## src/rtl/arp_acp_pkg.sv

```systemverilog
// ----------------------------------------------------------------------------
// arp_acp_pkg
// Shared types and constants for the ARP address conflict probe: item and
// result payloads, configuration set, register indexes and protocol codes.
// ----------------------------------------------------------------------------
package arp_acp_pkg;

   localparam int unsigned CSR_INDEX_W = 3;
   localparam int unsigned CSR_DATA_W  = 48;
   localparam int unsigned CFG_IV_W    = 20;

   localparam logic [CSR_INDEX_W-1:0] CSR_ARP_ENABLED = 3'd0;
   localparam logic [CSR_INDEX_W-1:0] CSR_OWN_HW_ADDR = 3'd1;
   localparam logic [CSR_INDEX_W-1:0] CSR_HW_TYPE     = 3'd2;
   localparam logic [CSR_INDEX_W-1:0] CSR_PROBE_COUNT = 3'd3;
   localparam logic [CSR_INDEX_W-1:0] CSR_CLAIM_COUNT = 3'd4;
   localparam logic [CSR_INDEX_W-1:0] CSR_PROBE_WAIT  = 3'd5;
   localparam logic [CSR_INDEX_W-1:0] CSR_CLAIM_WAIT  = 3'd6;

   localparam logic [1:0] KIND_TICK  = 2'd0;
   localparam logic [1:0] KIND_START = 2'd1;
   localparam logic [1:0] KIND_RX    = 2'd2;

   localparam logic [2:0] EV_NONE     = 3'd0;
   localparam logic [2:0] EV_PROBE    = 3'd1;
   localparam logic [2:0] EV_CLAIM    = 3'd2;
   localparam logic [2:0] EV_FREE     = 3'd3;
   localparam logic [2:0] EV_CONFLICT = 3'd4;

   localparam logic [15:0] OP_REQUEST     = 16'd1;
   localparam logic [15:0] OP_REPLY       = 16'd2;
   localparam logic [15:0] PROTO_IPV4     = 16'h0800;
   localparam logic [7:0]  PROTO_ADDR_LEN = 8'd4;
   localparam logic [7:0]  HW_ADDR_LEN    = 8'd6;
   localparam logic [15:0] MIN_RX_LEN     = 16'd28;

   localparam logic        RST_ARP_ENABLED    = 1'b1;
   localparam logic [47:0] RST_OWN_HW_ADDR    = 48'd0;
   localparam logic [15:0] RST_HW_TYPE        = 16'd1;
   localparam logic [2:0]  RST_PROBE_COUNT    = 3'd3;
   localparam logic [1:0]  RST_CLAIM_COUNT    = 2'd2;
   localparam logic [CFG_IV_W-1:0] RST_INTERVAL = 20'd200000;

   typedef struct packed {
      logic [1:0]  kind;
      logic [31:0] target_ip;
      logic [15:0] rx_opcode;
      logic [15:0] rx_proto_type;
      logic [7:0]  rx_proto_len;
      logic [7:0]  rx_hw_len;
      logic [15:0] rx_length;
   } req_type;

   typedef struct packed {
      logic [2:0]  event_res;
      logic [15:0] tx_hw_type;
      logic [15:0] tx_opcode;
      logic [47:0] tx_sender_hw;
      logic [31:0] tx_sender_ip;
      logic [47:0] tx_target_hw;
      logic [31:0] tx_target_ip;
      logic        busy_res;
   } rsp_type;

   typedef struct packed {
      logic                arp_enabled;
      logic [47:0]         own_hw_addr;
      logic [15:0]         hw_type;
      logic [2:0]          probe_count;
      logic [1:0]          claim_count;
      logic [CFG_IV_W-1:0] probe_wait;
      logic [CFG_IV_W-1:0] claim_wait;
   } cfg_type;

endpackage

```

## src/rtl/arp_acp_csr.sv

```systemverilog
// ----------------------------------------------------------------------------
// arp_acp_csr
// Configuration register file: one write per cycle, fields masked to their
// widths, reset to their power-on defaults.
// ----------------------------------------------------------------------------
module arp_acp_csr import arp_acp_pkg::*; (
   input  logic                   clock,
   input  logic                   reset,
   input  logic                   csr_write_en,
   input  logic [CSR_INDEX_W-1:0] csr_index,
   input  logic [CSR_DATA_W-1:0]  csr_wdata,
   output cfg_type                cfg
);

   cfg_type cfg_ff;
   cfg_type cfg_in;

   always_comb begin
      cfg_in = cfg_ff;
      if (csr_write_en) begin
         case (csr_index)
            CSR_ARP_ENABLED: cfg_in.arp_enabled = csr_wdata[0];
            CSR_OWN_HW_ADDR: cfg_in.own_hw_addr = csr_wdata[47:0];
            CSR_HW_TYPE:     cfg_in.hw_type     = csr_wdata[15:0];
            CSR_PROBE_COUNT: cfg_in.probe_count = csr_wdata[2:0];
            CSR_CLAIM_COUNT: cfg_in.claim_count = csr_wdata[1:0];
            CSR_PROBE_WAIT:  cfg_in.probe_wait  = csr_wdata[CFG_IV_W-1:0];
            CSR_CLAIM_WAIT:  cfg_in.claim_wait  = csr_wdata[CFG_IV_W-1:0];
            default:         cfg_in = cfg_ff;
         endcase
      end
   end

   always_ff @(posedge clock) begin
      if (reset) begin
         cfg_ff.arp_enabled <= RST_ARP_ENABLED;
         cfg_ff.own_hw_addr <= RST_OWN_HW_ADDR;
         cfg_ff.hw_type     <= RST_HW_TYPE;
         cfg_ff.probe_count <= RST_PROBE_COUNT;
         cfg_ff.claim_count <= RST_CLAIM_COUNT;
         cfg_ff.probe_wait  <= RST_INTERVAL;
         cfg_ff.claim_wait  <= RST_INTERVAL;
      end else begin
         cfg_ff <= cfg_in;
      end
   end

   assign cfg = cfg_ff;

endmodule

```

## src/rtl/arp_acp_core.sv

```systemverilog
// ----------------------------------------------------------------------------
// arp_acp_core
// Probe sequencer: holds the check state, decodes one item per cycle while
// step_en is high, and forms the result (probe, claim, free, conflict or nothing).
// ----------------------------------------------------------------------------
module arp_acp_core import arp_acp_pkg::*; #(
   parameter int unsigned TIMER_BITS = 20
) (
   input  logic    clock,
   input  logic    reset,
   input  logic    step_en,
   input  req_type item,
   input  cfg_type cfg,
   output rsp_type result
);

   logic                  active_ff,  active_in;
   logic [2:0]            probes_ff,  probes_in;
   logic [1:0]            claims_ff,  claims_in;
   logic [TIMER_BITS-1:0] wait_ff,    wait_in;
   logic [TIMER_BITS-1:0] cur_iv_ff,  cur_iv_in;
   logic [31:0]           ip_ff,      ip_in;

   logic                  do_adv;
   logic                  hit;
   logic [TIMER_BITS-1:0] probe_iv;
   logic [TIMER_BITS-1:0] claim_iv;

   assign probe_iv = TIMER_BITS'(cfg.probe_wait);
   assign claim_iv = TIMER_BITS'(cfg.claim_wait);

   assign hit = (item.rx_opcode == OP_REPLY) && (item.rx_proto_type == PROTO_IPV4) &&
                (item.rx_proto_len == PROTO_ADDR_LEN) && (item.rx_hw_len == HW_ADDR_LEN) &&
                (item.rx_length >= MIN_RX_LEN);

   always_comb begin
      active_in = active_ff;
      probes_in = probes_ff;
      claims_in = claims_ff;
      wait_in   = wait_ff;
      cur_iv_in = cur_iv_ff;
      ip_in     = ip_ff;
      do_adv    = 1'b0;
      result    = '0;

      case (item.kind)
         KIND_START: begin
            ip_in     = item.target_ip;
            probes_in = '0;
            claims_in = '0;
            wait_in   = '0;
            cur_iv_in = '0;
            if (!cfg.arp_enabled) begin
               active_in        = 1'b0;
               result.event_res = EV_FREE;
            end else begin
               active_in = 1'b1;
               do_adv    = 1'b1;
            end
         end
         KIND_TICK: begin
            if (active_ff) begin
               if (wait_ff <= TIMER_BITS'(1)) begin
                  wait_in = '0;
                  do_adv  = 1'b1;
               end else begin
                  wait_in = wait_ff - TIMER_BITS'(1);
               end
            end
         end
         KIND_RX: begin
            if (active_ff) begin
               if (hit) begin
                  active_in        = 1'b0;
                  result.event_res = EV_CONFLICT;
               end else begin
                  wait_in = cur_iv_ff;
               end
            end
         end
         default: begin
            active_in = active_ff;
         end
      endcase

      if (do_adv) begin
         if (probes_in < cfg.probe_count) begin
            probes_in           = probes_in + 3'd1;
            cur_iv_in           = probe_iv;
            wait_in             = probe_iv;
            result.event_res    = EV_PROBE;
            result.tx_hw_type   = cfg.hw_type;
            result.tx_opcode    = OP_REQUEST;
            result.tx_sender_hw = cfg.own_hw_addr;
            result.tx_target_ip = ip_in;
         end else if (claims_in < cfg.claim_count) begin
            claims_in           = claims_in + 2'd1;
            cur_iv_in           = claim_iv;
            wait_in             = claim_iv;
            result.event_res    = EV_CLAIM;
            result.tx_hw_type   = cfg.hw_type;
            result.tx_opcode    = OP_REQUEST;
            result.tx_sender_hw = cfg.own_hw_addr;
            result.tx_sender_ip = ip_in;
            result.tx_target_hw = cfg.own_hw_addr;
            result.tx_target_ip = ip_in;
         end else begin
            active_in        = 1'b0;
            result.event_res = EV_FREE;
         end
      end

      result.busy_res = active_in;
   end

   always_ff @(posedge clock) begin
      if (reset) begin
         active_ff <= 1'b0;
         probes_ff <= '0;
         claims_ff <= '0;
         wait_ff   <= '0;
         cur_iv_ff <= '0;
         ip_ff     <= '0;
      end else if (step_en) begin
         active_ff <= active_in;
         probes_ff <= probes_in;
         claims_ff <= claims_in;
         wait_ff   <= wait_in;
         cur_iv_ff <= cur_iv_in;
         ip_ff     <= ip_in;
      end
   end

endmodule

```

## src/rtl/arp_address_conflict_probe.sv

```systemverilog
// ----------------------------------------------------------------------------
// arp_address_conflict_probe
// Checks an IPv4 address with ARP probes and claims and reports it free, or
// in conflict when a valid ARP reply arrives.
//
//   Channel  Ports                          Direction  Content
//   req      req_valid req_stall req_data   in         tick, start, rx header
//   rsp      rsp_valid rsp_stall rsp_data   out        one result per item
//   csr      csr_write_en csr_index csr_wdata in       configuration write
//
// One item per cycle sustained while rsp_stall is low; an accepted item is held
// in the input register and its result is then held in the result register.
// Reset is synchronous; the check state goes idle, config takes defaults.
// A stalled result holds in the output register while one more item waits
// in the input register; req_stall rises only when both are full.
// ----------------------------------------------------------------------------
module arp_address_conflict_probe import arp_acp_pkg::*; #(
   parameter int unsigned TIMER_BITS = 20
) (
   input  logic                   clock,
   input  logic                   reset,
   input  logic                   req_valid,
   output logic                   req_stall,
   input  req_type                req_data,
   output logic                   rsp_valid,
   input  logic                   rsp_stall,
   output rsp_type                rsp_data,
   input  logic                   csr_write_en,
   input  logic [CSR_INDEX_W-1:0] csr_index,
   input  logic [CSR_DATA_W-1:0]  csr_wdata
);

   cfg_type cfg;
   req_type item_ff;
   rsp_type rsp_ff;
   rsp_type result;
   logic    item_valid_ff, item_valid_in;
   logic    rsp_valid_ff,  rsp_valid_in;
   logic    step_en;
   logic    req_xfer;

   arp_acp_csr u_csr (
      .clock        (clock),
      .reset        (reset),
      .csr_write_en (csr_write_en),
      .csr_index    (csr_index),
      .csr_wdata    (csr_wdata),
      .cfg          (cfg)
   );

   arp_acp_core #(
      .TIMER_BITS (TIMER_BITS)
   ) u_core (
      .clock   (clock),
      .reset   (reset),
      .step_en (step_en),
      .item    (item_ff),
      .cfg     (cfg),
      .result  (result)
   );

   assign step_en   = item_valid_ff && (!rsp_valid_ff || !rsp_stall);
   assign req_stall = item_valid_ff && !step_en;
   assign req_xfer  = req_valid && !req_stall;

   always_comb begin
      item_valid_in = item_valid_ff;
      if (req_xfer) begin
         item_valid_in = 1'b1;
      end else if (step_en) begin
         item_valid_in = 1'b0;
      end
      rsp_valid_in = rsp_valid_ff;
      if (step_en) begin
         rsp_valid_in = 1'b1;
      end else if (!rsp_stall) begin
         rsp_valid_in = 1'b0;
      end
   end

   always_ff @(posedge clock) begin
      if (reset) begin
         item_valid_ff <= 1'b0;
         rsp_valid_ff  <= 1'b0;
      end else begin
         item_valid_ff <= item_valid_in;
         rsp_valid_ff  <= rsp_valid_in;
      end
   end

   always_ff @(posedge clock) begin
      if (req_xfer) begin
         item_ff <= req_data;
      end
      if (step_en) begin
         rsp_ff <= result;
      end
   end

   assign rsp_valid = rsp_valid_ff;
   assign rsp_data  = rsp_ff;

   a_item_held: assert property (@(posedge clock) disable iff (reset)
      (item_valid_ff && rsp_valid_ff && rsp_stall) |=> item_valid_ff)
      else $error("queued item lost while result stalled");

   a_event_range: assert property (@(posedge clock) disable iff (reset)
      rsp_valid_ff |-> (rsp_ff.event_res <= EV_CONFLICT))
      else $error("result event code out of range");

   a_send_busy: assert property (@(posedge clock) disable iff (reset)
      (rsp_valid_ff && (rsp_ff.event_res == EV_PROBE || rsp_ff.event_res == EV_CLAIM))
      |-> (rsp_ff.busy_res && rsp_ff.tx_opcode == OP_REQUEST))
      else $error("frame sent without check in progress");

   a_end_idle: assert property (@(posedge clock) disable iff (reset)
      (rsp_valid_ff && (rsp_ff.event_res == EV_FREE || rsp_ff.event_res == EV_CONFLICT))
      |-> !rsp_ff.busy_res)
      else $error("check ended but still busy");

endmodule

```

## config.mk

```make
export PLATFORM = sky130hd
export DESIGN_NAME = arp_address_conflict_probe
export DESIGN_NICKNAME = d
export VERILOG_FILES = /design/src/rtl/arp_acp_pkg.sv /design/src/rtl/arp_acp_csr.sv /design/src/rtl/arp_acp_core.sv /design/src/rtl/arp_address_conflict_probe.sv
export SDC_FILE = /design/constraint.sdc
export NUM_CORES = 1
export LEC_CHECK = 0
export CAP_MARGIN = 20
export CORE_AREA = 8 8 271 273
export DETAILED_ROUTE_END_ITERATION = 6
export DIE_AREA = 0 0 279 281
export DONT_BUFFER_PORTS = 1
export GPL_TIMING_DRIVEN = 0
export PLACE_DENSITY_LB_ADDON = 0.08
export SLEW_MARGIN = 10
export SYNTH_ARGS = -nofsm -noshare
export SYNTH_HDL_FRONTEND = slang
export SYNTH_SLANG_ARGS = --single-unit
export TNS_END_PERCENT = 100
```

## constraint.sdc

```tcl
create_clock -name clock -period 9.7 [get_ports clock]
set_input_delay 0.97 -clock clock [delete_from_list [all_inputs] [get_ports clock]]
set_output_delay 0.97 -clock clock [all_outputs]
set_load 0.02 [all_outputs]
```

==> results.ini, run 1 <==
[timing]
fmax_mhz=197
hold_viol=0
skew_ps=32.1
slew_viol_final=0
period_share=0.524
holdWs_ps=449
slew_headroom=0.301
setup_violations=0
fin_crit_ps=5090
rsz0062_at_grt=false
worst_slew_pin_slew_ps=1050

[routing]
vias=12200
finalWirelength_um=57900
drt_iter0_markers=856
post_drt_wl_per_cell_um=21.5
viasPerCell=4.53
ant_nets=0
drc=2
firstDrtPassIters=7

[synthesis]
ys_top_cells_by_count=312 x nand2_1, 277 x edfxtp_1, 190 x dfxtp_1
synth.distinct_cells=74
yosysTopAreaCell=edfxtp_1
synthFlopType=edfxtp_1
async_reset_ff_frac=0
synth_edf_count=277
ys_ff_latch=467
yosysSeqAreaShare=0.657
avgSynthCellArea_um2=11.3
yosysWarnings=0
yosysTopAreaCellShare=0.451
synthTopCellsByArea=edfxtp_1 45%, dfxtp_1 21%, nand2_1 6.3%
synthMostInstantiatedCell=nand2_1
synthCells=1634
netlist_area_um2=18500

[setup_path]
path_buf_inv=6
arrival_ps=5540
cp_slowest_cell=clkbuf_1
crit_type=flop to flop
critPathRequiredTime_ps=10150
worstPathCellList=inv_1 > ha_1 > clkbuf_1 > clkbuf_1 > clkbuf_1 > nor2b_1 > ha_1 > nand2b_1 > o221a_2 > nor2_1 > o21ai_1 > clkinv_2 > clkbuf_1 > nor2_1 > o21ai_0 > a21oi_1
crit_top_cell=clkbuf_1
crit_path_start=item_ff[97]$_DFFE_PP_
crit_path_end_kind=flop
cp_max_fo=10
slowest_delay_ps=650
cp_top_family=buffers and inverters
cp-start-kind=flop
reg2reg_from=item_ff[97]$_DFFE_PP_

[final_layout]
drive_gt1_frac=0.0860
fillers=7048
fin_cells=2698
layout.nets=1875
syn_to_final_growth_pct=17.4
stdcell_area_um2=21700

[place]
io_buffers=0
postPlaceCellArea_um2=19900
hpwl_um=42600
dp.cells=2595
gp_congestion=0.809

[die]
die_y_um=281
ios=352
num_rows=97
fp.coreArea_um2=69300
start_util=0.266
die_w_um=279
die_area_um2=78400

[cts]
clkTransAtPathRegs_ps=60
cts_resized=0
clock_path_buffers=3
cts_root_buffer=clkbuf_16
cts_tree=built
clk_latency_ps=610
cts_sinks=467
holdBufCountCts=0
cts_buffers=54
htree_levels=2
cts_setup_buffers=0

[power]
intPower_uw=3450
switching_share=0.239
leakage_uw=0.00725
seqPwrFrac=0.500
pwr-share-comb=0.050
irDropWorstVdd_mv=0.124
clockPowerShare=0.450
power.switching_uw=1090
powerDensity_nw_per_um2=210

[outcome]
status=finished with violations
violations=DRC

[global_routing]
grt_most_used_layer=met2
grt_use_met2=0.231
grt_max_degree=46
track_usage=0.142
grtUsageMet3=0.0471
antenna_found_initial=7
first_global_vias=12200
gr-total-overflow=0
met1_usage=0.177
grt_pass1_wl_um=83800

[hold_path]
hold_class=flop to flop
hp-start=u_csr.cfg[49]$_SDFFE_PP0P_

[flow_run]
drv_cap=0

==> layout by cell type (no fill, tap or decap), types with 17 or more instances in the layout <==
master     count
mux2i_1       43
a222oi_1      18
nor2_1       131
nand2_1      312
clkbuf_1     101
o21ai_0       32
buf_4         17
nand3_1       22
edfxtp_1     277
and2_1       112
a21oi_1      145
clkbuf_16     55
dfxtp_1      190
nor3_1        17
nor4_1        20
==> routing by layer <==
metal / share of wire / routed length (um) / vias up
met1: 0.43 / 25100 / 5783
met3: 0.079 / 4550 / 98
li1: - / - / 5919
met4: 0.028 / 1600 / 10
met5: 0.0011 / 65 / -
met2: 0.46 / 26600 / 419
==> through the flow <==
| stage | util | setup WS, ps | setup TNS, ps | power, uW |
|---|---|---|---|---|
| 6_report | 0.313 | 4610 | 0 | 4540 |
| 2_1_floorplan | - | 2650 | 0 | 2450 |
| 3_5_place_dp | 0.287 | 4550 | 0 | 2550 |
| 4_1_cts | 0.312 | 4550 | 0 | 4630 |
| 3_3_place_gp | 0.284 | -834 | -132190 | 2560 |
| 5_1_grt | 0.312 | 4180 | 0 | 4720 |
==> final cells by class <==
cell class              count  area [um^2]  share of cell area
inverters                  15         57.6             0.00266
diodes                      2         5.00            0.000231
clock buffers              79         1570              0.0723
repair buffers              7          163             0.00751
well taps                 940         1180              0.0543
multi-input cells        1043         5770               0.266
flip-flops and latches    467        12100               0.560
clock inverters            22          224              0.0103
plain buffers             123          577              0.0266
==> worst reg2reg max path, cell delays in order, from the launching register on <==
cell      delay, ps
edfxtp_1        420
inv_1           100
ha_1            140
clkbuf_1        430
clkbuf_1        450
clkbuf_1        650
nor2b_1         190
ha_1            240
nand2b_1        140
o221a_2         250
nor2_1          490
o21ai_1         200
clkinv_2        260
clkbuf_1        650
nor2_1           80
o21ai_0         190
a21oi_1          80
==> state kept, by name, summed over array words and instances (netlist names) <==
| name | cells |
|---|---|
| rsp_data | 181 |
| u_csr.cfg | 110 |
| item_ff | 96 |
| u_core.ip_ff | 32 |
| u_core.cur_iv_ff | 20 |
| u_core.wait_ff | 20 |
| u_core.probes_ff | 3 |
| u_core.claims_ff | 2 |
| item_valid_ff | 1 |
| rsp_valid | 1 |
| u_core.active_ff | 1 |
==> kinds of logic after synthesis <==
family / synth area share
AO/OA/AOI/OAI: 0.0981
XOR/XNOR: 0.00380
AND/OR/NAND/NOR: 0.171
flip-flops: 0.657
buffers and inverters: 0.0342
adder cells (fa/ha/maj): 0.00678
multiplexers: 0.0288
other: 0.000203
==> power groups by stage <==
stage,registers [uW],logic [uW],clock network [uW]
floorplan,2300,152,0
global placement,2330,223,0
detailed placement,2310,233,0
CTS,2270,234,2120
global route,2280,255,2190
finish,2270,229,2040
==> worst paths after layout <==
check,to,slack [ps],depth (start not counted)
worst max-delay path,u_core.cur_iv_ff[3]$_SDFFE_PP0P_,4610,16
worst min-delay path,u_csr.cfg[49]$_SDFFE_PP0P_,450,2
worst max register to register,u_core.cur_iv_ff[3]$_SDFFE_PP0P_,4610,16
worst min register to register,u_csr.cfg[49]$_SDFFE_PP0P_,450,2
Power figures use the tool's default switching activity.
==> run 2, diff against run 1 <==
clock period = 4.7 ns   (was 9.7 ns; I/O delays follow)
==> results.ini, run 2 (synthesis gave the netlist of run 1 again) <==
[cts]
cts_buffers=54  ; unchanged
clkTransAtPathRegs_ps=70  ; was 60 ps
clk_latency_ps=610  ; about the same
clock_path_buffers=3  ; unchanged
htree_levels=2  ; unchanged
cts_tree=built  ; unchanged
cts_root_buffer=clkbuf_16  ; unchanged
cts_sinks=467  ; unchanged
cts_setup_buffers=0  ; unchanged

[power]
powerDensity_nw_per_um2=414  ; was 210 nW/um^2
p_total_uw=9580  ; was 4540 uW
leakage_uw=0.00788  ; was 0.00725 uW
irDropWorstVdd_mv=0.258  ; was 0.124 mV

[place]
gp_congestion=0.795  ; was 0.809
postPlaceCellArea_um2=19900  ; about the same
hpwl_um=42500  ; was 42600 um
dp.cells=2594  ; was 2595
dp_slack_ps=-484  ; was 4550 ps
io_buffers=0  ; unchanged

[setup_path]
arrival_ps=4800  ; was 5540 ps
cp-start-kind=flop  ; unchanged
crit_type=flop to flop  ; unchanged
reg2reg_from=item_ff[97]$_DFFE_PP_  ; unchanged
cp_max_fo=10  ; unchanged
crit_path_end_kind=flop  ; unchanged
regToRegEndpoint=u_core.probes_ff[0]$_SDFFE_PP0P_  ; was u_core.cur_iv_ff[3]$_SDFFE_PP0P_
r2r_cells=16  ; unchanged
r2r_slack_ps=370  ; was 4610 ps
critPathRequiredTime_ps=5170  ; was 10150 ps

[global_routing]
grt_max_degree=94  ; was 46
gr-total-overflow=0  ; unchanged
grt_pass1_wl_um=87300  ; was 83800 um
antenna_found_initial=3  ; was 7
track_usage=0.146  ; was 0.142
first_global_vias=13200  ; was 12200

[final_layout]
fillers=6977  ; was 7048
syn_to_final_growth_pct=25.4  ; was 17.4%
seq_area_um2=12100  ; unchanged
multiInputGateArea_um2=5780  ; was 5770 um^2
largest_reg_flops=181  ; unchanged
layout_common_cells=312 x nand2_1, 277 x edfxtp_1, 190 x dfxtp_1, 146 x dlygate4sd3_1, 145 x a21oi_1  ; was 312 x nand2_1, 277 x edfxtp_1, 190 x dfxtp_1, 145 x a21oi_1, 131 x nor2_1
layout.nets=2019  ; was 1875
layout_commonest_cell=nand2_1  ; unchanged
stdcell_area_um2=23100  ; was 21700 um^2
fin_cells=2843  ; was 2698
drive_gt1_frac=0.0826  ; was 0.0860

[routing]
finalWirelength_um=59000  ; was 57900 um
viasPerCell=4.56  ; was 4.53
ant_nets=0  ; unchanged
drt_iter0_markers=732  ; was 856
firstDrtPassIters=6  ; was 7
post_drt_wl_per_cell_um=20.8  ; was 21.5 um
vias=13000  ; was 12200
drc=0  ; was 2

[timing]
worst_slew_pin_slew_ps=955  ; was 1050 ps
holdWs_ps=43.6  ; was 449 ps
setup_violations=0  ; unchanged
slew_headroom=0.362  ; was 0.301
fmax_mhz=231  ; was 197 MHz
skew_ps=24.1  ; was 32.1 ps
hold_viol=0  ; unchanged
rsz0062_at_grt=false  ; unchanged
period_share=0.921  ; was 0.524
slew_viol_final=0  ; unchanged
fin_crit_ps=4330  ; was 5090 ps
setup_slack_ps=370  ; was 4610 ps

[hold_path]
hold_class=input port to flop  ; was flop to flop
hold_depth=2  ; unchanged
hp-start=csr_wdata[2]  ; was u_csr.cfg[49]$_SDFFE_PP0P_
worstHoldEndpoint=u_csr.cfg[63]$_SDFFE_PP0P_  ; was u_csr.cfg[49]$_SDFFE_PP0P_

[outcome]
status=finished, final reports clean  ; was finished with violations

[flow_run]
drv_cap=0  ; unchanged

[die]
num_rows=97  ; unchanged
fp.coreArea_um2=69300  ; unchanged
start_util=0.266  ; unchanged
die_area_um2=78400  ; unchanged
ios=352  ; unchanged
die_w_um=279  ; unchanged
die_y_um=281  ; unchanged

## run 2: how the worst max path moves through the flow
stage / startpoint / to / slack [ps] / cells after the start
after detailed placement: item_ff[97]$_DFFE_PP_ / u_core.cur_iv_ff[3]$_SDFFE_PP0P_ / -480 / 16
after global routing: item_ff[97]$_DFFE_PP_ / u_core.probes_ff[0]$_SDFFE_PP0P_ / 130 / 16
after global placement: rsp_stall / u_core.wait_ff[18]$_SDFFE_PP0P_ / -820 / 6
after floorplan: rsp_stall / u_core.wait_ff[13]$_SDFFE_PP0P_ / 990 / 6
final: item_ff[97]$_DFFE_PP_ / u_core.probes_ff[0]$_SDFFE_PP0P_ / 370 / 16
after CTS: item_ff[97]$_DFFE_PP_ / u_core.cur_iv_ff[11]$_SDFFE_PP0P_ / 180 / 16
## run 2: per-stage QoR
stage          setup TNS [ps]  utilization
2_1_floorplan               0            -
3_5_place_dp           -34250        0.287
6_report                    0        0.334
5_1_grt                     0        0.334
4_1_cts                     0        0.334
3_3_place_gp          -188900        0.284
## run 2: power by group
| group | internal (uW) | switching (uW) |
|---|---|---|
| Combinational | 225 | 369 |
| Sequential | 4500 | 179 |
| Clock | 2570 | 1730 |
## run 2: metal layers
layer,share of wire,track usage
met5,0,0
met4,0.019,0.0366
met3,0.070,0.0404
met2,0.47,0.244
met1,0.44,0.185
## run 2: timing repair
action | CTS | global route
pin swaps | 0 | 0
endpoints found under the hold margin | 206 | 0
setup endpoints to repair | 207 | 10
resized for setup | 4 | 2
hold buffers | 146 | 0
## run 2: layout make-up
class,count,share of cell area
sequential,467,0.524
inverter,15,0.00249
antenna,2,0.000216
clock inverter,26,0.0127
tap,940,0.0508
multi-input combinational,1043,0.250
timing repair buffer,152,0.0699
clock buffer,76,0.0655
buffer,122,0.0252
## run 2: worst max-delay path: stages (launching register included)
cell      delay (ps)
edfxtp_1         420
inv_1            100
ha_1             440
clkbuf_2         340
clkbuf_2         400
nor2b_1          140
ha_1             220
nand2b_1         150
o221a_2          260
or2_2            270
clkbuf_1         260
nor2_2           300
buf_4            250
buf_4            220
o21ai_0          130
a22oi_1          230
nor2_1            50
==> run 3, diff against run 2 <==
SKIP_LAST_GASP = 1   (was default)
clock period = 5.2 ns   (was 4.7 ns; I/O delays follow)
==> results.ini, run 3 (synthesis gave the netlist of run 1 again) <==
[final_layout]
syn_to_final_growth_pct=22.9  ; was 25.4%
fin_cells=2798  ; was 2843
layout.nets=1975  ; was 2019
layout_commonest_cell=nand2_1  ; unchanged
final_util=0.327  ; was 0.334
drive_gt1_frac=0.0824  ; was 0.0826
fillers=6995  ; was 6977
layout_common_cells=312 x nand2_1, 277 x edfxtp_1, 190 x dfxtp_1, 145 x a21oi_1, 131 x nor2_1  ; was 312 x nand2_1, 277 x edfxtp_1, 190 x dfxtp_1, 146 x dlygate4sd3_1, 145 x a21oi_1
largest_reg_flops=181  ; unchanged

[place]
dp.cells=2594  ; unchanged
gp_congestion=0.795  ; unchanged
hpwl_um=42500  ; unchanged
io_buffers=0  ; unchanged

[cts]
cts_tree=built  ; unchanged
htree_levels=2  ; unchanged
clkTransAtPathRegs_ps=60  ; was 70 ps
clk_latency_ps=610  ; about the same
cts_buffers=54  ; unchanged
cts_root_buffer=clkbuf_16  ; unchanged
clock_path_buffers=3  ; unchanged
cts_sinks=467  ; unchanged
cts_setup_buffers=0  ; unchanged

[hold_path]
hold_class=input port to flop  ; unchanged
hold_depth=2  ; unchanged

[timing]
holdWs_ps=45.6  ; was 43.6 ps
hold_viol=0  ; unchanged
worst_slew_pin_slew_ps=949  ; was 955 ps
fin_crit_ps=4830  ; was 4330 ps
skew_ps=20.8  ; was 24.1 ps
setup_violations=0  ; unchanged
period_share=0.929  ; was 0.921
rsz0062_at_grt=false  ; unchanged
fmax_mhz=207  ; was 231 MHz
slew_headroom=0.366  ; was 0.362
slew_viol_final=0  ; unchanged

[setup_path]
crit_type=flop to flop  ; unchanged
crit_path_end_kind=flop  ; unchanged
arrival_ps=5280  ; was 4800 ps
r2r_cells=16  ; unchanged
critPathRequiredTime_ps=5650  ; was 5170 ps
cp_slowest_cell=clkbuf_1  ; was ha_1
worstPathCellList=inv_1 > ha_1 > clkbuf_1 > clkbuf_1 > clkbuf_2 > nor2b_1 > ha_1 > nand2b_1 > o221a_2 > nor2_1 > o21ai_1 > clkinv_2 > clkbuf_1 > nor2_1 > o21ai_0 > a21oi_1  ; was inv_1 > ha_1 > clkbuf_2 > clkbuf_2 > nor2b_1 > ha_1 > nand2b_1 > o221a_2 > or2_2 > clkbuf_1 > nor2_2 > buf_4 > buf_4 > o21ai_0 > a22oi_1 > nor2_1
cp_max_fo=10  ; unchanged
crit_top_cell=clkbuf_1
cp-start-kind=flop  ; unchanged
slowest_delay_ps=650  ; was 440 ps

[global_routing]
grt_pass1_wl_um=86600  ; was 87300 um
antenna_found_initial=1  ; was 3
grt_max_degree=94  ; unchanged
first_global_vias=13000  ; was 13200
track_usage=0.145  ; was 0.146
gr-total-overflow=0  ; unchanged

[routing]
viasPerCell=4.57  ; was 4.56
vias=12800  ; was 13000
post_drt_wl_per_cell_um=21.0  ; was 20.8 um
firstDrtPassIters=6  ; unchanged
ant_nets=0  ; unchanged
drc=0  ; unchanged
finalWirelength_um=58700  ; was 59000 um
drt_iter0_markers=770  ; was 732

[outcome]
status=finished, final reports clean  ; unchanged

[die]
fp.coreArea_um2=69300  ; unchanged
ios=352  ; unchanged
die_area_um2=78400  ; unchanged
start_util=0.266  ; unchanged
die_y_um=281  ; unchanged
num_rows=97  ; unchanged
die_w_um=279  ; unchanged

[flow_run]
drv_cap=0  ; unchanged

[power]
irDropWorstVdd_mv=0.234  ; was 0.258 mV
leakage_uw=0.00769  ; was 0.00788 uW
powerDensity_nw_per_um2=380  ; was 414 nW/um^2

## run 3: timing repair
item                       4_1_cts  5_1_grt
setup endpoints to repair        0       51
gates resized for setup          0        2
hold endpoints to repair       101        0
hold buffers                   101        0
## run 3: final cells by class
type	count	area, um^2	area share
flip-flops and latches	467	12100	0.534
diodes	1	2.50	0.000110
clock buffers	76	1520	0.0668
plain buffers	123	584	0.0258
well taps	940	1180	0.0518
clock inverters	26	294	0.0130
inverters	15	57.6	0.00254
repair buffers	107	1170	0.0515
multi-input cells	1043	5770	0.254
## run 3: critical path: cells and delay by family (launching register included)
kind                       cells  cell delay, ps
buffers and inverters          6            2380
and+or+nand+nor                4             800
AOI/OAI and AO/OA              4             720
DFF                            1             420
adders and majority gates      2             370
## run 3: routing by layer
metal | part of all wire | vias up | wire length (um) | GRT usage
li1 | - | 6120 | - | -
met2 | 0.47 | 435 | 27800 | 0.243
met3 | 0.077 | 75 | 4500 | 0.0419
met5 | 0 | - | 0 | 0
met1 | 0.43 | 6154 | 25200 | 0.182
met4 | 0.020 | 0 | 1200 | 0.0366
## run 3: metrics by stage
| step | power [uW] | setup WS, ps | setup TNS [ps] | instance area [um^2] |
|---|---|---|---|---|
| 2_1_floorplan | 4570 | 1440 | 0 | 18500 |
| 3_3_place_gp | 4750 | -366 | -50510 | 19700 |
| 3_5_place_dp | 4750 | 16.0 | 0 | 19900 |
| 4_1_cts | 8750 | 15.0 | 0 | 22700 |
| 5_1_grt | 8940 | 51.0 | 0 | 22700 |
| 6_report | 8610 | 367 | 0 | 22700 |
## run 3: worst paths after layout
check | start | to | slack [ps]
min | req_valid | item_valid_ff$_SDFFE_PP0P_ | 50
max reg2reg | item_ff[97]$_DFFE_PP_ | u_core.cur_iv_ff[3]$_SDFFE_PP0P_ | 370
max | item_ff[97]$_DFFE_PP_ | u_core.cur_iv_ff[3]$_SDFFE_PP0P_ | 370
min reg2reg | u_csr.cfg[49]$_SDFFE_PP0P_ | u_csr.cfg[49]$_SDFFE_PP0P_ | 450
## run 3: where the power goes
group          switching (uW)  internal [uW]  total (uW)
Clock                    1560           2330        3890
Combinational             313            180         493
Sequential                162           4070        4230
